### src/hw/rtl/bpa_pkg.sv
package bpa_pkg;

  localparam int MAX_PAGES  = 1024;
  localparam int PAGE_SHIFT = 12;

  localparam int ADDR_W     = 32;
  localparam int CNT_W      = 11;
  localparam int BASE_W     = 20;
  localparam int STATUS_W   = 3;
  localparam int CFG_IDX_W  = 2;
  localparam int CFG_DATA_W = BASE_W;

  localparam int WORD_W  = 32;
  localparam int BIT_W   = $clog2(WORD_W);
  localparam int NWORDS  = MAX_PAGES / WORD_W;
  localparam int WIDX_W  = $clog2(NWORDS);
  localparam int PIDX_W  = $clog2(MAX_PAGES);
  localparam int OPG_W   = ADDR_W - PAGE_SHIFT;
  localparam int RUN_W   = CNT_W + 1;

  localparam logic [STATUS_W-1:0] ST_OK          = 3'd0;
  localparam logic [STATUS_W-1:0] ST_NOT_READY   = 3'd1;
  localparam logic [STATUS_W-1:0] ST_BAD_COUNT   = 3'd2;
  localparam logic [STATUS_W-1:0] ST_NO_SPACE    = 3'd3;
  localparam logic [STATUS_W-1:0] ST_UNALIGNED   = 3'd4;
  localparam logic [STATUS_W-1:0] ST_RANGE       = 3'd5;
  localparam logic [STATUS_W-1:0] ST_DOUBLE_FREE = 3'd6;

  localparam logic ACT_ALLOC = 1'b0;
  localparam logic ACT_FREE  = 1'b1;

  localparam logic [CFG_IDX_W-1:0] CFG_READY = 2'd0;
  localparam logic [CFG_IDX_W-1:0] CFG_BASE  = 2'd1;
  localparam logic [CFG_IDX_W-1:0] CFG_PAGES = 2'd2;

  localparam logic [1:0] OP_SCAN  = 2'd0;
  localparam logic [1:0] OP_CHECK = 2'd1;
  localparam logic [1:0] OP_SET   = 2'd2;
  localparam logic [1:0] OP_CLEAR = 2'd3;

  typedef struct packed {
    logic                load;
    logic                pre;
    logic                start;
    logic [1:0]          op;
    logic                out_load;
    logic [STATUS_W-1:0] out_status;
  } dp_cmd_t;

  typedef struct packed {
    logic not_ready;
    logic bad_count;
    logic is_free;
    logic unaligned;
    logic out_of_range;
    logic busy;
    logic done;
    logic flag;
  } dp_sts_t;

endpackage

### src/hw/rtl/bpa_req_if.sv
interface bpa_req_if import bpa_pkg::*; ();
  logic              valid;
  logic              ready;
  logic              action;
  logic [CNT_W-1:0]  num_pages;
  logic [ADDR_W-1:0] free_address;

  modport source (output valid, output action, output num_pages, output free_address,
                  input ready);
  modport sink (input valid, input action, input num_pages, input free_address,
                output ready);
endinterface

### src/hw/rtl/bpa_rsp_if.sv
interface bpa_rsp_if import bpa_pkg::*; ();
  logic                valid;
  logic                ready;
  logic [ADDR_W-1:0]   result_address;
  logic [STATUS_W-1:0] status;

  modport source (output valid, output result_address, output status, input ready);
  modport sink (input valid, input result_address, input status, output ready);
endinterface

### src/hw/rtl/bitmap_page_allocator.sv
// First-fit contiguous page allocator over a bitmap of 1024 pages held as 32-bit words in a
// small RAM, one word read per cycle. A request is loaded, prechecked and evaluated first. An
// allocate then scans the bitmap up to the word where the first fitting run ends, sets up the
// mark, marks each word the run spans and posts the result. A free checks that every page in
// its range is taken, clears the run and posts the result. Failed checks go straight to the
// post step. The result sits in an output register, so the next request is taken while it
// waits; a finished request holds in its post cycle until that register is free. The bitmap
// reads as all free right after reset (per-word valid flags, no clearing pass).
// Configuration must be written only while idle; the block itself does not enforce this.
module bitmap_page_allocator import bpa_pkg::*; (
  input  logic                  clk,
  input  logic                  rst_n,
  bpa_req_if.sink               in_req,
  bpa_rsp_if.source             out_rsp,
  input  logic                  cfg_we,
  input  logic [CFG_IDX_W-1:0]  cfg_index,
  input  logic [CFG_DATA_W-1:0] cfg_wdata
);

  dp_cmd_t dp_cmd;
  dp_sts_t dp_sts;

  bpa_ctrl u_ctrl (
    .clk       (clk),
    .rst_n     (rst_n),
    .in_valid  (in_req.valid),
    .in_ready  (in_req.ready),
    .out_valid (out_rsp.valid),
    .out_ready (out_rsp.ready),
    .cmd       (dp_cmd),
    .sts       (dp_sts)
  );

  bpa_datapath u_dp (
    .clk                (clk),
    .rst_n              (rst_n),
    .cfg_we             (cfg_we),
    .cfg_index          (cfg_index),
    .cfg_wdata          (cfg_wdata),
    .in_action          (in_req.action),
    .in_num_pages       (in_req.num_pages),
    .in_free_address    (in_req.free_address),
    .cmd                (dp_cmd),
    .sts                (dp_sts),
    .out_result_address (out_rsp.result_address),
    .out_status         (out_rsp.status)
  );

`ifndef SYNTHESIS
  a_busy_after_accept: assert property (@(posedge clk) disable iff (!rst_n)
    in_req.valid && in_req.ready |=> !in_req.ready)
    else $error("request taken while previous one in work");

  a_stream_starts: assert property (@(posedge clk) disable iff (!rst_n)
    dp_cmd.start |=> dp_sts.busy && !dp_sts.done)
    else $error("bitmap stream did not start cleanly");

  a_fail_zero_addr: assert property (@(posedge clk) disable iff (!rst_n)
    out_rsp.valid && out_rsp.status != ST_OK |-> out_rsp.result_address == '0)
    else $error("failed request carries a nonzero address");

  a_load_only_done: assert property (@(posedge clk) disable iff (!rst_n)
    dp_cmd.out_load |-> !dp_sts.busy)
    else $error("result posted while bitmap stream active");
`endif

endmodule

### src/hw/rtl/bpa_ram.sv
module bpa_ram #(
  parameter int WIDTH = 32,
  parameter int DEPTH = 32
) (
  input  logic                     clk,
  input  logic                     we,
  input  logic [$clog2(DEPTH)-1:0] waddr,
  input  logic [WIDTH-1:0]         wdata,
  input  logic [$clog2(DEPTH)-1:0] raddr,
  output logic [WIDTH-1:0]         rdata
);

  logic [WIDTH-1:0] mem [DEPTH];

  always_ff @(posedge clk) begin
    if (we) begin
      mem[waddr] <= wdata;
    end
    rdata <= mem[raddr];
  end

endmodule

### src/hw/rtl/bpa_datapath.sv
module bpa_datapath import bpa_pkg::*; (
  input  logic                  clk,
  input  logic                  rst_n,
  input  logic                  cfg_we,
  input  logic [CFG_IDX_W-1:0]  cfg_index,
  input  logic [CFG_DATA_W-1:0] cfg_wdata,
  input  logic                  in_action,
  input  logic [CNT_W-1:0]      in_num_pages,
  input  logic [ADDR_W-1:0]     in_free_address,
  input  dp_cmd_t               cmd,
  output dp_sts_t               sts,
  output logic [ADDR_W-1:0]     out_result_address,
  output logic [STATUS_W-1:0]   out_status
);

  // configuration
  logic              ready_cfg_r;
  logic [BASE_W-1:0] base_page_r;
  logic [CNT_W-1:0]  pages_r;

  // request
  logic              action_r;
  logic [CNT_W-1:0]  count_r;
  logic [ADDR_W-1:0] addr_r;

  // free prechecks
  logic              borrow_r;
  logic [OPG_W-1:0]  off_page_r;

  // word stream
  logic [1:0]        op_r;
  logic [PIDX_W-1:0] lo_r, hi_r;
  logic              rd_act_r, rd_act_nxt;
  logic [WIDX_W-1:0] rd_w_r, rd_w_nxt;
  logic              pv_r, pv_nxt;
  logic [WIDX_W-1:0] pw_r, pw_nxt;
  logic              rowv_q_r, rowv_nxt;
  logic [CNT_W-1:0]  run_r;
  logic [PIDX_W-1:0] found_r;
  logic [NWORDS-1:0] row_valid_r;

  logic [ADDR_W-1:0]   out_addr_r;
  logic [STATUS_W-1:0] out_status_r;

  logic [CNT_W-1:0]    eff_cnt, eff_cnt_m1, cnt_m1;
  logic [ADDR_W-1:0]   base_addr, alloc_addr;
  logic [ADDR_W:0]     diff;
  logic [PIDX_W-1:0]   chk_start, new_lo, new_hi;
  logic [WIDX_W-1:0]   lo_word, hi_word;
  logic [WORD_W-1:0]   ram_rdata, q_eff, lo_mask, hi_mask, mask, busy_bits, wr_data;
  logic                ram_we;
  logic [RUN_W-1:0]    run_v [WORD_W];
  logic                hit_any;
  logic [BIT_W-1:0]    hit_idx;
  logic [RUN_W-1:0]    gstart;
  logic                all_set, last_word, done;

  assign eff_cnt    = (pages_r > CNT_W'(MAX_PAGES)) ? CNT_W'(MAX_PAGES) : pages_r;
  assign eff_cnt_m1 = eff_cnt - CNT_W'(1);
  assign cnt_m1     = count_r - CNT_W'(1);
  assign base_addr  = ADDR_W'({base_page_r, {PAGE_SHIFT{1'b0}}});
  assign alloc_addr = base_addr + ADDR_W'({found_r, {PAGE_SHIFT{1'b0}}});
  assign diff       = {1'b0, addr_r} - {1'b0, base_addr};
  assign chk_start  = off_page_r[PIDX_W-1:0];
  assign lo_word    = lo_r[PIDX_W-1:BIT_W];
  assign hi_word    = hi_r[PIDX_W-1:BIT_W];

  always_ff @(posedge clk) begin
    if (!rst_n) begin
      ready_cfg_r <= 1'b0;
      base_page_r <= '0;
      pages_r     <= CNT_W'(MAX_PAGES);
    end else if (cfg_we) begin
      case (cfg_index)
        CFG_READY: ready_cfg_r <= cfg_wdata[0];
        CFG_BASE:  base_page_r <= cfg_wdata[BASE_W-1:0];
        CFG_PAGES: pages_r     <= cfg_wdata[CNT_W-1:0];
        default: ;
      endcase
    end
  end

  always_ff @(posedge clk) begin
    if (cmd.load) begin
      action_r <= in_action;
      count_r  <= in_num_pages;
      addr_r   <= in_free_address;
    end
    if (cmd.pre) begin
      borrow_r   <= diff[ADDR_W];
      off_page_r <= diff[ADDR_W-1:PAGE_SHIFT];
    end
  end

  assign sts.not_ready    = !ready_cfg_r;
  assign sts.bad_count    = (count_r == '0) || (count_r > eff_cnt);
  assign sts.is_free      = (action_r == ACT_FREE);
  assign sts.unaligned    = (addr_r[PAGE_SHIFT-1:0] != '0);
  assign sts.out_of_range = borrow_r || (off_page_r >= OPG_W'(eff_cnt)) ||
                            ((OPG_W+1)'(off_page_r) + (OPG_W+1)'(count_r) >
                             (OPG_W+1)'(eff_cnt));

  // range of the next stream
  always_comb begin
    case (cmd.op)
      OP_SCAN: begin
        new_lo = '0;
        new_hi = eff_cnt_m1[PIDX_W-1:0];
      end
      OP_SET: begin
        new_lo = found_r;
        new_hi = found_r + cnt_m1[PIDX_W-1:0];
      end
      default: begin
        new_lo = chk_start;
        new_hi = chk_start + cnt_m1[PIDX_W-1:0];
      end
    endcase
  end

  // word processing
  always_comb begin
    logic             any;
    logic [BIT_W-1:0] ls;
    q_eff     = rowv_q_r ? ram_rdata : '0;
    lo_mask   = (pw_r == lo_word) ? ({WORD_W{1'b1}} << lo_r[BIT_W-1:0]) : '1;
    hi_mask   = (pw_r == hi_word) ?
                ({WORD_W{1'b1}} >> (BIT_W'(WORD_W - 1) - hi_r[BIT_W-1:0])) : '1;
    mask      = lo_mask & hi_mask;
    busy_bits = q_eff | ~mask;
    for (int i = 0; i < WORD_W; i++) begin
      any = 1'b0;
      ls  = '0;
      for (int j = 0; j < WORD_W; j++) begin
        if (j <= i && busy_bits[j]) begin
          any = 1'b1;
          ls  = BIT_W'(j);
        end
      end
      run_v[i] = any ? (RUN_W'(i) - RUN_W'(ls)) : (RUN_W'(run_r) + RUN_W'(i + 1));
    end
    hit_any = 1'b0;
    hit_idx = '0;
    for (int i = 0; i < WORD_W; i++) begin
      if (!hit_any && run_v[i] >= RUN_W'(count_r)) begin
        hit_any = 1'b1;
        hit_idx = BIT_W'(i);
      end
    end
    gstart    = RUN_W'({pw_r, hit_idx}) + RUN_W'(1) - RUN_W'(count_r);
    all_set   = ((q_eff & mask) == mask);
    last_word = (pw_r == hi_word);
    wr_data   = (op_r == OP_SET) ? (q_eff | mask) : (q_eff & ~mask);
    ram_we    = pv_r && (op_r == OP_SET || op_r == OP_CLEAR);
    done      = pv_r && (last_word || (op_r == OP_SCAN && hit_any) ||
                         (op_r == OP_CHECK && !all_set));
  end

  assign sts.busy = rd_act_r || pv_r;
  assign sts.done = done;
  assign sts.flag = (op_r == OP_SCAN) ? hit_any : ((op_r == OP_CHECK) ? all_set : 1'b1);

  // read issue one word per cycle, each word processed in the cycle after its read
  always_comb begin
    rd_act_nxt = rd_act_r;
    rd_w_nxt   = rd_w_r;
    pv_nxt     = 1'b0;
    pw_nxt     = pw_r;
    rowv_nxt   = rowv_q_r;
    if (rd_act_r) begin
      pv_nxt   = 1'b1;
      pw_nxt   = rd_w_r;
      rowv_nxt = row_valid_r[rd_w_r];
      if (rd_w_r == hi_word) begin
        rd_act_nxt = 1'b0;
      end else begin
        rd_w_nxt = rd_w_r + WIDX_W'(1);
      end
    end
    if (done) begin
      rd_act_nxt = 1'b0;
      pv_nxt     = 1'b0;
    end
    if (cmd.start) begin
      rd_act_nxt = 1'b1;
      rd_w_nxt   = new_lo[PIDX_W-1:BIT_W];
      pv_nxt     = 1'b0;
    end
  end

  always_ff @(posedge clk) begin
    if (!rst_n) begin
      rd_act_r    <= 1'b0;
      pv_r        <= 1'b0;
      row_valid_r <= '0;
    end else begin
      rd_act_r <= rd_act_nxt;
      pv_r     <= pv_nxt;
      if (ram_we) begin
        row_valid_r[pw_r] <= 1'b1;
      end
    end
  end

  always_ff @(posedge clk) begin
    rd_w_r   <= rd_w_nxt;
    pw_r     <= pw_nxt;
    rowv_q_r <= rowv_nxt;
    if (cmd.start) begin
      op_r  <= cmd.op;
      lo_r  <= new_lo;
      hi_r  <= new_hi;
      run_r <= '0;
    end else if (pv_r && op_r == OP_SCAN) begin
      run_r <= run_v[WORD_W-1][CNT_W-1:0];
    end
    if (pv_r && op_r == OP_SCAN && hit_any) begin
      found_r <= gstart[PIDX_W-1:0];
    end
    if (cmd.out_load) begin
      out_status_r <= cmd.out_status;
      out_addr_r   <= (cmd.out_status == ST_OK && action_r == ACT_ALLOC) ? alloc_addr : '0;
    end
  end

  bpa_ram #(
    .WIDTH (WORD_W),
    .DEPTH (NWORDS)
  ) u_bitmap (
    .clk   (clk),
    .we    (ram_we),
    .waddr (pw_r),
    .wdata (wr_data),
    .raddr (rd_w_r),
    .rdata (ram_rdata)
  );

  assign out_result_address = out_addr_r;
  assign out_status         = out_status_r;

endmodule

### src/hw/rtl/bpa_ctrl.sv
module bpa_ctrl import bpa_pkg::*; (
  input  logic    clk,
  input  logic    rst_n,
  input  logic    in_valid,
  output logic    in_ready,
  output logic    out_valid,
  input  logic    out_ready,
  output dp_cmd_t cmd,
  input  dp_sts_t sts
);

  localparam logic [2:0] S_IDLE  = 3'd0;
  localparam logic [2:0] S_PRE   = 3'd1;
  localparam logic [2:0] S_EVAL  = 3'd2;
  localparam logic [2:0] S_SCAN  = 3'd3;
  localparam logic [2:0] S_CHECK = 3'd4;
  localparam logic [2:0] S_MARK  = 3'd5;
  localparam logic [2:0] S_DONE  = 3'd6;
  localparam logic [2:0] S_ARM   = 3'd7;

  logic [2:0]          state_r, state_nxt;
  logic [STATUS_W-1:0] st_r, st_nxt;
  logic                out_valid_r, out_valid_nxt;

  assign in_ready  = rst_n && (state_r == S_IDLE);
  assign out_valid = out_valid_r;

  always_comb begin
    state_nxt     = state_r;
    st_nxt        = st_r;
    out_valid_nxt = out_valid_r && !out_ready;
    cmd           = '0;
    case (state_r)
      S_IDLE: begin
        if (in_valid && in_ready) begin
          cmd.load  = 1'b1;
          state_nxt = S_PRE;
        end
      end
      S_PRE: begin
        cmd.pre   = 1'b1;
        state_nxt = S_EVAL;
      end
      S_EVAL: begin
        if (sts.not_ready) begin
          st_nxt    = ST_NOT_READY;
          state_nxt = S_DONE;
        end else if (sts.bad_count) begin
          st_nxt    = ST_BAD_COUNT;
          state_nxt = S_DONE;
        end else if (!sts.is_free) begin
          cmd.start = 1'b1;
          cmd.op    = OP_SCAN;
          state_nxt = S_SCAN;
        end else if (sts.unaligned) begin
          st_nxt    = ST_UNALIGNED;
          state_nxt = S_DONE;
        end else if (sts.out_of_range) begin
          st_nxt    = ST_RANGE;
          state_nxt = S_DONE;
        end else begin
          cmd.start = 1'b1;
          cmd.op    = OP_CHECK;
          state_nxt = S_CHECK;
        end
      end
      S_SCAN: begin
        if (sts.done) begin
          if (sts.flag) begin
            st_nxt    = ST_OK;
            state_nxt = S_ARM;
          end else begin
            st_nxt    = ST_NO_SPACE;
            state_nxt = S_DONE;
          end
        end
      end
      S_ARM: begin
        cmd.start = 1'b1;
        cmd.op    = OP_SET;
        state_nxt = S_MARK;
      end
      S_CHECK: begin
        if (sts.done) begin
          if (sts.flag) begin
            cmd.start = 1'b1;
            cmd.op    = OP_CLEAR;
            st_nxt    = ST_OK;
            state_nxt = S_MARK;
          end else begin
            st_nxt    = ST_DOUBLE_FREE;
            state_nxt = S_DONE;
          end
        end
      end
      S_MARK: begin
        if (sts.done) begin
          state_nxt = S_DONE;
        end
      end
      S_DONE: begin
        if (!out_valid_r || out_ready) begin
          cmd.out_load   = 1'b1;
          cmd.out_status = st_r;
          out_valid_nxt  = 1'b1;
          state_nxt      = S_IDLE;
        end
      end
      default: begin
        state_nxt = S_IDLE;
      end
    endcase
  end

  always_ff @(posedge clk) begin
    if (!rst_n) begin
      state_r     <= S_IDLE;
      out_valid_r <= 1'b0;
    end else begin
      state_r     <= state_nxt;
      out_valid_r <= out_valid_nxt;
    end
  end

  always_ff @(posedge clk) begin
    st_r <= st_nxt;
  end

endmodule

### src/flat_wrapper.sv
// flat-port wrapper written by rule: the top's interface ports become plain ports
module bitmap_page_allocator_flat import bpa_pkg::*;
  (clk, rst_n, cfg_we, cfg_index, cfg_wdata, in_req_valid, in_req_action, in_req_num_pages, in_req_free_address, in_req_ready, out_rsp_valid, out_rsp_result_address, out_rsp_status, out_rsp_ready);
  bpa_req_if in_req_i ();
  bpa_rsp_if out_rsp_i ();
  input  logic clk;
  input  logic rst_n;
  input  logic cfg_we;
  input  logic [CFG_IDX_W-1:0] cfg_index;
  input  logic [CFG_DATA_W-1:0] cfg_wdata;
  input wire logic [$bits(in_req_i.valid)-1:0] in_req_valid;
  input wire logic [$bits(in_req_i.action)-1:0] in_req_action;
  input wire logic [$bits(in_req_i.num_pages)-1:0] in_req_num_pages;
  input wire logic [$bits(in_req_i.free_address)-1:0] in_req_free_address;
  output wire logic [$bits(in_req_i.ready)-1:0] in_req_ready;
  output wire logic [$bits(out_rsp_i.valid)-1:0] out_rsp_valid;
  output wire logic [$bits(out_rsp_i.result_address)-1:0] out_rsp_result_address;
  output wire logic [$bits(out_rsp_i.status)-1:0] out_rsp_status;
  input wire logic [$bits(out_rsp_i.ready)-1:0] out_rsp_ready;
  assign in_req_i.valid = in_req_valid;
  assign in_req_i.action = in_req_action;
  assign in_req_i.num_pages = in_req_num_pages;
  assign in_req_i.free_address = in_req_free_address;
  assign in_req_ready = in_req_i.ready;
  assign out_rsp_valid = out_rsp_i.valid;
  assign out_rsp_result_address = out_rsp_i.result_address;
  assign out_rsp_status = out_rsp_i.status;
  assign out_rsp_i.ready = out_rsp_ready;
  bitmap_page_allocator u_core (.clk(clk), .rst_n(rst_n), .in_req(in_req_i), .out_rsp(out_rsp_i), .cfg_we(cfg_we), .cfg_index(cfg_index), .cfg_wdata(cfg_wdata));
endmodule
### config.mk
export PLATFORM = sky130hd
export DESIGN_NAME = bitmap_page_allocator_flat
export DESIGN_NICKNAME = d
export VERILOG_FILES = /design/src/hw/rtl/bpa_pkg.sv /design/src/hw/rtl/bpa_req_if.sv /design/src/hw/rtl/bpa_rsp_if.sv /design/src/hw/rtl/bitmap_page_allocator.sv /design/src/hw/rtl/bpa_ram.sv /design/src/hw/rtl/bpa_datapath.sv /design/src/hw/rtl/bpa_ctrl.sv /design/src/flat_wrapper.sv
export SDC_FILE = /design/constraint.sdc
export NUM_CORES = 2
export LEC_CHECK = 0
export ABC_AREA = 0
export BUFFER_PORTS_ARGS = -buffer_cell sky130_fd_sc_hd__buf_4
export CAP_MARGIN = 0
export CORE_UTILIZATION = 30
export CTS_BUF_LIST = sky130_fd_sc_hd__clkbuf_4 sky130_fd_sc_hd__clkbuf_8 sky130_fd_sc_hd__clkbuf_16
export DETAILED_ROUTE_END_ITERATION = 6
export GPL_ROUTABILITY_DRIVEN = 0
export PLACE_DENSITY_LB_ADDON = 0.08
export SLEW_MARGIN = 20
export SYNTH_ARGS = -nofsm -noshare
export SYNTH_HDL_FRONTEND = slang
export SYNTH_SLANG_ARGS = --single-unit
export TNS_END_PERCENT = 50
### constraint.sdc
create_clock -name clk -period 13.5 [get_ports clk]
set_input_delay 2.025 -clock clk [delete_from_list [all_inputs] [get_ports clk]]
set_output_delay 2.025 -clock clk [all_outputs]
set_load 0.02 [all_outputs]
# Yosys cells after proc, flatten, opt, wreduce, memory -nomap -nowiden
# Memory sizes are Yosys's and may differ from the RTL's. A register that Yosys moved wholly into a read port is not among the register bits.
# Index checks and enable logic that the tools add are counted.
# word_totals
wordCells,492
ram_bits,1024
memories,1
out_inout_bits,37
register_bits,227
# classes
muxes,219
n_lt_le_gt_ge,39
add_sub_neg,74
n_eq_ne,25
reduce_logical,99
n_bitwise,9
shift,2
# mem_list
memory,depth,word_bits,read_ports,rd_clocked_by_memory_dff,write_ports,line_no,rtl
u_core.u_dp.u_bitmap.mem,32,32,1,1,1,bpa_ram.sv:13,logic [WIDTH-1:0] mem [DEPTH];
# op_table
op,n
$ge A12 B11 Y1,32
$mux W12,32
$mux W5,63
$add A11 B5 Y12 const B,16
$mux W32,4
$add A11 B4 Y12 const B,8
$and A32 B32 Y32,3
$or A32 B32 Y32,3
$sub A5 B5 Y6 const A,16
$mux W1,83
$mux W3,24
$add A11 B3 Y12 const B,4
$sub A4 B5 Y6 const A,8
$logic_and A1 B1 Y1,42
$pmux W10 S2,2
$logic_not A1 Y1,34
$sub A32 B32 Y33,1
$add A32 B22 Y32,1
$eq A32 B32 Y1,1
$not A32 Y32,1
$shl A32 B5 Y32 const A,1
$shr A32 B5 Y32 const A,1
$add A11 B2 Y12 const B,2
$pmux W3 S8,1
45 further kinds,84

# Depth between registers and ports, before layout
# depth
word_depth,112
ltp_mapped,48

# Hierarchy
# Synthesis repeated with hierarchy kept, for this count alone.
# hier_totals
cells_unflattened,5909
area_unflattened_um2,69659.3
# by_module_without_submodules
mod,seq_area_each_um2,area_each_um2,cells_each,n_inst
bpa_ram,31390.1,40490.1,2260,1
bpa_datapath,5475.3,28507.3,3566,1
bpa_ctrl,170.2,661.9,83,1

# Least setup slack after synthesis
# No wires, ideal clock.
# synth_timing
path_type,register to register
from,register u_core.u_dp.pw_r[0]
to,"register u_core.u_dp.found_r[9], data pin"
synth_period_minus_slack_ns,8.308
arrival_time_ns,8.049
stages_incl_launch_ff,48
setup_slack_ns,5.192
n_path_buf,5
setup_ns,0.259
cell_sequence,edfxtp_1 > buf_2 > xnor2_1 > and2_1 > buf_6 > and3_4 > buf_6 > a221o_1 > nor2_1 > inv_2 > a31o_2 > and3_1 > clkbuf_1 > nand2b_1 > inv_1 > o21ai_1 > a21oi_2 > o21ai_1 > [... 12 more ...] > a2111oi_0 > nand2_1 > a2111oi_0 > nor4_1 > ha_1 > inv_1 > ha_1 > inv_1 > fa_1 > inv_1 > a21oi_1 > o21ai_0 > a21oi_1 > nor2_1 > o21ai_0 > nand2b_1 > a21oi_1 > xnor2_1
# synth_via
elab_chain_cells,104
word_cells_on_any_way,291
classes_between,add/sub: 33; order compare: 32; eq/ne: 2; mux: 159; bitwise: 3; reduce/logical: 62
# synth_rtl
item,line_no,rtl
from (decl),bpa_datapath.sv:36,"logic [WIDX_W-1:0] pw_r, pw_nxt;"
from (signal assigned),bpa_datapath.sv:207,pw_r <= pw_nxt;
"parallel branches: the longest is 102 deep, another holds $ge A12 B11 Y1",-,
$add A10 B1 Y10 (*),bpa_datapath.sv:150,"gstart = RUN_W'({pw_r, hit_idx}) + RUN_W'(1) - RUN_W'(count_r);"
$sub A10 B10 Y10 (*),bpa_datapath.sv:150,
net u_core.u_dp.gstart[9],bpa_datapath.sv:55,logic [RUN_W-1:0] gstart;
to (signal assigned),bpa_datapath.sv:218,found_r <= gstart[PIDX_W-1:0];
to (decl),bpa_datapath.sv:39,logic [PIDX_W-1:0] found_r;
# Mark *: on every way through the listed nets, which the timed path passes.
# A chain may end at the register's enable or synchronous reset.

# Worst setup path in the final report
# layout_timing
from,register u_core.u_dp.pw_r[4]
to,"register u_core.u_dp.found_r[9], data pin"
# Same word-level chain as after synthesis.

==> impl_results.md <==
- Clock Tree Buf Depth: 3
- Pint: 7230 uW
- Synth Flop Type: edfxtp_1
- Setup ws final: ~2600 ps
- Reg2Reg Depth: 38
- Critical path type: flop to flop
- Synth Area per Inst: between 10 and 15 um2
- Clock transition at path regs: roughly 60 ps
- Fin cells: roughly 8,500
- FMAX: approximately 92 MHz
- VDD IR-drop max: roughly 0.000088 V
- Nets: 5,973
- Switch Pwr: 2570 uW
- Place WS: approximately 3000 ps
- Worst setup SP type: flop
- YS warnings: 0
- RSZ-0062 raised after global routing: no
- Post-CTS Setup Repair Bufs: 0
- Drt wl/cell: 30.1 um
- Clk network pwr share: 0.414
- Slew margin rel.: 0.180
- Worst-path maximum fanout: 12
- Fin util: 0.349
- Critical Path Max Stage Delay: ~930 ps
- Final Max Slew Viols: 0
- Crit path top cell by count: a21oi_1
- Vert. Die Dim: around 480 um
- DR pass1 iterations: 5
- Post-DP HPWL: approximately 160,000 um
- Combinational fraction of design power: 0.137
- Final setup TNS: 0 ps
- P&R area growth vs syn: 15.0%
- FF/Latch Area: ~0.037 mm2
- Final wirelength: between 200,000 and 300,000 um
- Switching Share: 0.262
- Core ar.: ~0.23 mm2
- Initial antenna violation count: 13
- Clock tree from TritonCTS: built
- CTS Buf Count: 146
- Die ar.: 0.230 mm2
- CTS Sinks: roughly 1,300
- Skew final: about 46 ps
- Outcome: complete, no violations
- CTS-repair resized insts: 0
- Hold-fix buffers, CTS: 0
- Initial Util: 0.303
- Number of global-route vias before repair: between 40,000 and 50,000
- Register share of total power: 0.449
- Critical path endpoint category: flop
- FF+latch count, synth: 1,271
- Pin count of the biggest net entering global routing: 91
- PD cells: 125 mW/mm2
- Syn Inst Count: approximately 5,200
- Initial drt markers: about 4,600
- # IOs: roughly 110
- Placed insts: slightly above 8,000
- Hold Crit Class: flop to flop
- Number of synthesized flops with an enable pin: approximately 1,200
- Worst EP required: about 14,000 ps
- Final min period: 10,900 ps
- Worst skew pair latency: 800 ps
- Critical path arrival: around 11,000 ps
- Synth async-reset ratio: 0
- Synth unique cells: 100
- Final Cycle Share: 0.807
- Die width: roughly 480 um
- Rows: about 170
- I/O Buffers: 95
- Multi-input logic area: 0.0303 mm2
- # fillers: 22,075
- Root buf cell: clkbuf_16
- Post-route ant nets: 0
- CTS HTree Levels: 4
- Residual DRC: 0
- Slowest stage cell, crit path: a221oi_1
- Leak: around 0.028 uW
- Final Hold Fails: 0
- Slew of the pin with the lowest slew margin: 1220 ps
- Hold path cells: 2
- Number of max-cap violations: 0
- Mapped cell area: 0.0684 mm2
- Register area share after synthesis: 0.542
- Vias per cell: about 5.4
- Share of post-route cells with drive strength above 1: 0.187
- Total gr overflow: 0
- Final setup fails: 0
- Gr usage total: 0.221
- First-pass GRT wire length: about 360,000 um
- Via count: 46,237
[routing by layer]
| metal | global-route usage | wire, um | vias to the layer above |
|---|---|---|---|
| met5 | 0 | 0 | - |
| met3 | 0.0261 | 12900 | 308 |
| li1 | - | - | 20427 |
| met4 | 0.0606 | 6590 | 0 |
| met2 | 0.354 | 119000 | 1473 |
| met1 | 0.314 | 117000 | 24029 |
[Yosys cell counts, drive strengths merged, types with 112 or more instances]
library cell	number	area (um2)
nand3	112	561
a21oi	285	1430
mux4	330	7430
dfxtp	113	2260
clkbuf	184	691
ha	499	6240
o21ai	219	1110
nand2	396	1490
xnor2	204	1790
nor2	552	2070
edfxtp	1158	34800
inv	135	507
[cell type report]
class / count / area share
diodes: 2 / 0.0000637
clock buffers: 206 / 0.0536
clock inverters: 65 / 0.00969
inverters: 138 / 0.00659
multi-input cells: 3575 / 0.385
flip-flops and latches: 1271 / 0.471
well taps: 2992 / 0.0476
repair buffers: 266 / 0.0264
[layout by cell type (no fill, tap or decap), drive strengths merged, types with 20 or more instances in the layout]
master | netlist | layout
a31oi | 47 | 47
xnor2 | 204 | 204
o21ai | 219 | 219
buf | 69 | 266
and3 | 20 | 20
inv | 135 | 143
clkinv | 3 | 48
mux2i | 32 | 32
edfxtp | 1158 | 1158
mux2 | 39 | 39
dfxtp | 113 | 113
nor3 | 58 | 58
a211oi | 27 | 27
o22ai | 20 | 20
xor2 | 103 | 103
nor4 | 33 | 33
or3 | 22 | 22
nand4 | 27 | 27
nand2 | 396 | 396
nand3 | 112 | 112
nor2b | 34 | 34
clkbuf | 184 | 206
ha | 499 | 499
nand2b | 54 | 54
nor2 | 552 | 552
o211ai | 25 | 25
a221oi | 23 | 23
a21o | 97 | 97
a21oi | 285 | 285
mux4 | 330 | 330
o21a | 33 | 33
[critical path, delay by kind of cell (launching register included)]
family	cells	cell delay, ps
buffers and inverters	3	200
flip-flops	1	550
AO/OA/AOI/OAI	21	6820
AND/OR/NAND/NOR	8	1580
adder cells (fa/ha/maj)	4	1190
XOR/XNOR	2	320
[power by group through the flow]
stage | clock network, uW | registers (uW) | logic [uW]
after global routing | 4320 | 4410 | 1470
after detailed placement | 0 | 4490 | 1320
after global placement | 0 | 4490 | 1320
after floorplan | 0 | 4450 | 851
final | 4060 | 4400 | 1340
after CTS | 4180 | 4400 | 1330
[cells by family (layout without fill, tap and decap cells)]
family                     count (synthesis)  count (layout)  share of synthesized area
and+or+nand+nor                         1371            1371                     0.0896
buffers and inverters                    391             675                     0.0230
DFF                                     1271            1271                      0.542
muxes                                    401             401                      0.120
xor gates and xnor gates                 307             307                     0.0393
other                                      1              14                  0.0000549
adders and majority gates                504             504                     0.0928
AOI/OAI and AO/OA                        980             980                     0.0936
[final timing paths]
kind | startpoint | endpoint | slack [ps]
worst max-delay path | u_core.u_dp.pw_r[4] | u_core.u_dp.found_r[9] | 2600
worst min register to register | u_core.u_dp.row_valid_r[17] | u_core.u_dp.row_valid_r[17] | 470
worst min-delay path | u_core.u_dp.row_valid_r[17] | u_core.u_dp.row_valid_r[17] | 470
worst max register to register | u_core.u_dp.pw_r[4] | u_core.u_dp.found_r[9] | 2600
[state kept, by name (all words and copies together) (netlist names), 2 cells and up]
register,flops
u_core.u_dp.u_bitmap.mem,1024
u_core.u_dp.pages_r,11
u_core.u_dp.pw_r,5
u_core.u_dp.hi_r,10
u_core.u_dp.rd_w_r,5
u_core.u_dp.lo_r,10
u_core.u_dp.run_r,11
u_core.u_dp.addr_r,32
u_core.u_dp.found_r,10
u_core.u_ctrl.st_r,3
u_core.u_dp.u_bitmap.rdata,32
u_core.u_dp.count_r,11
u_core.u_dp.row_valid_r,32
u_core.u_dp.out_status,3
u_core.u_dp.out_result_address,20
u_core.u_dp.off_page_r,20
u_core.u_dp.base_page_r,20
u_core.u_dp.op_r,2
u_core.u_ctrl.state_r,3
[stage by stage]
stage	instance area, um2	hold slack, ps	power, uW
after floorplan	68400	424	5310
after CTS	78500	471	9910
after detailed placement	73600	459	5810
after global placement	73500	446	5810
final	78600	465	9800
after global routing	78600	499	10200
Note: power is estimated with default switching activity, not from simulation.
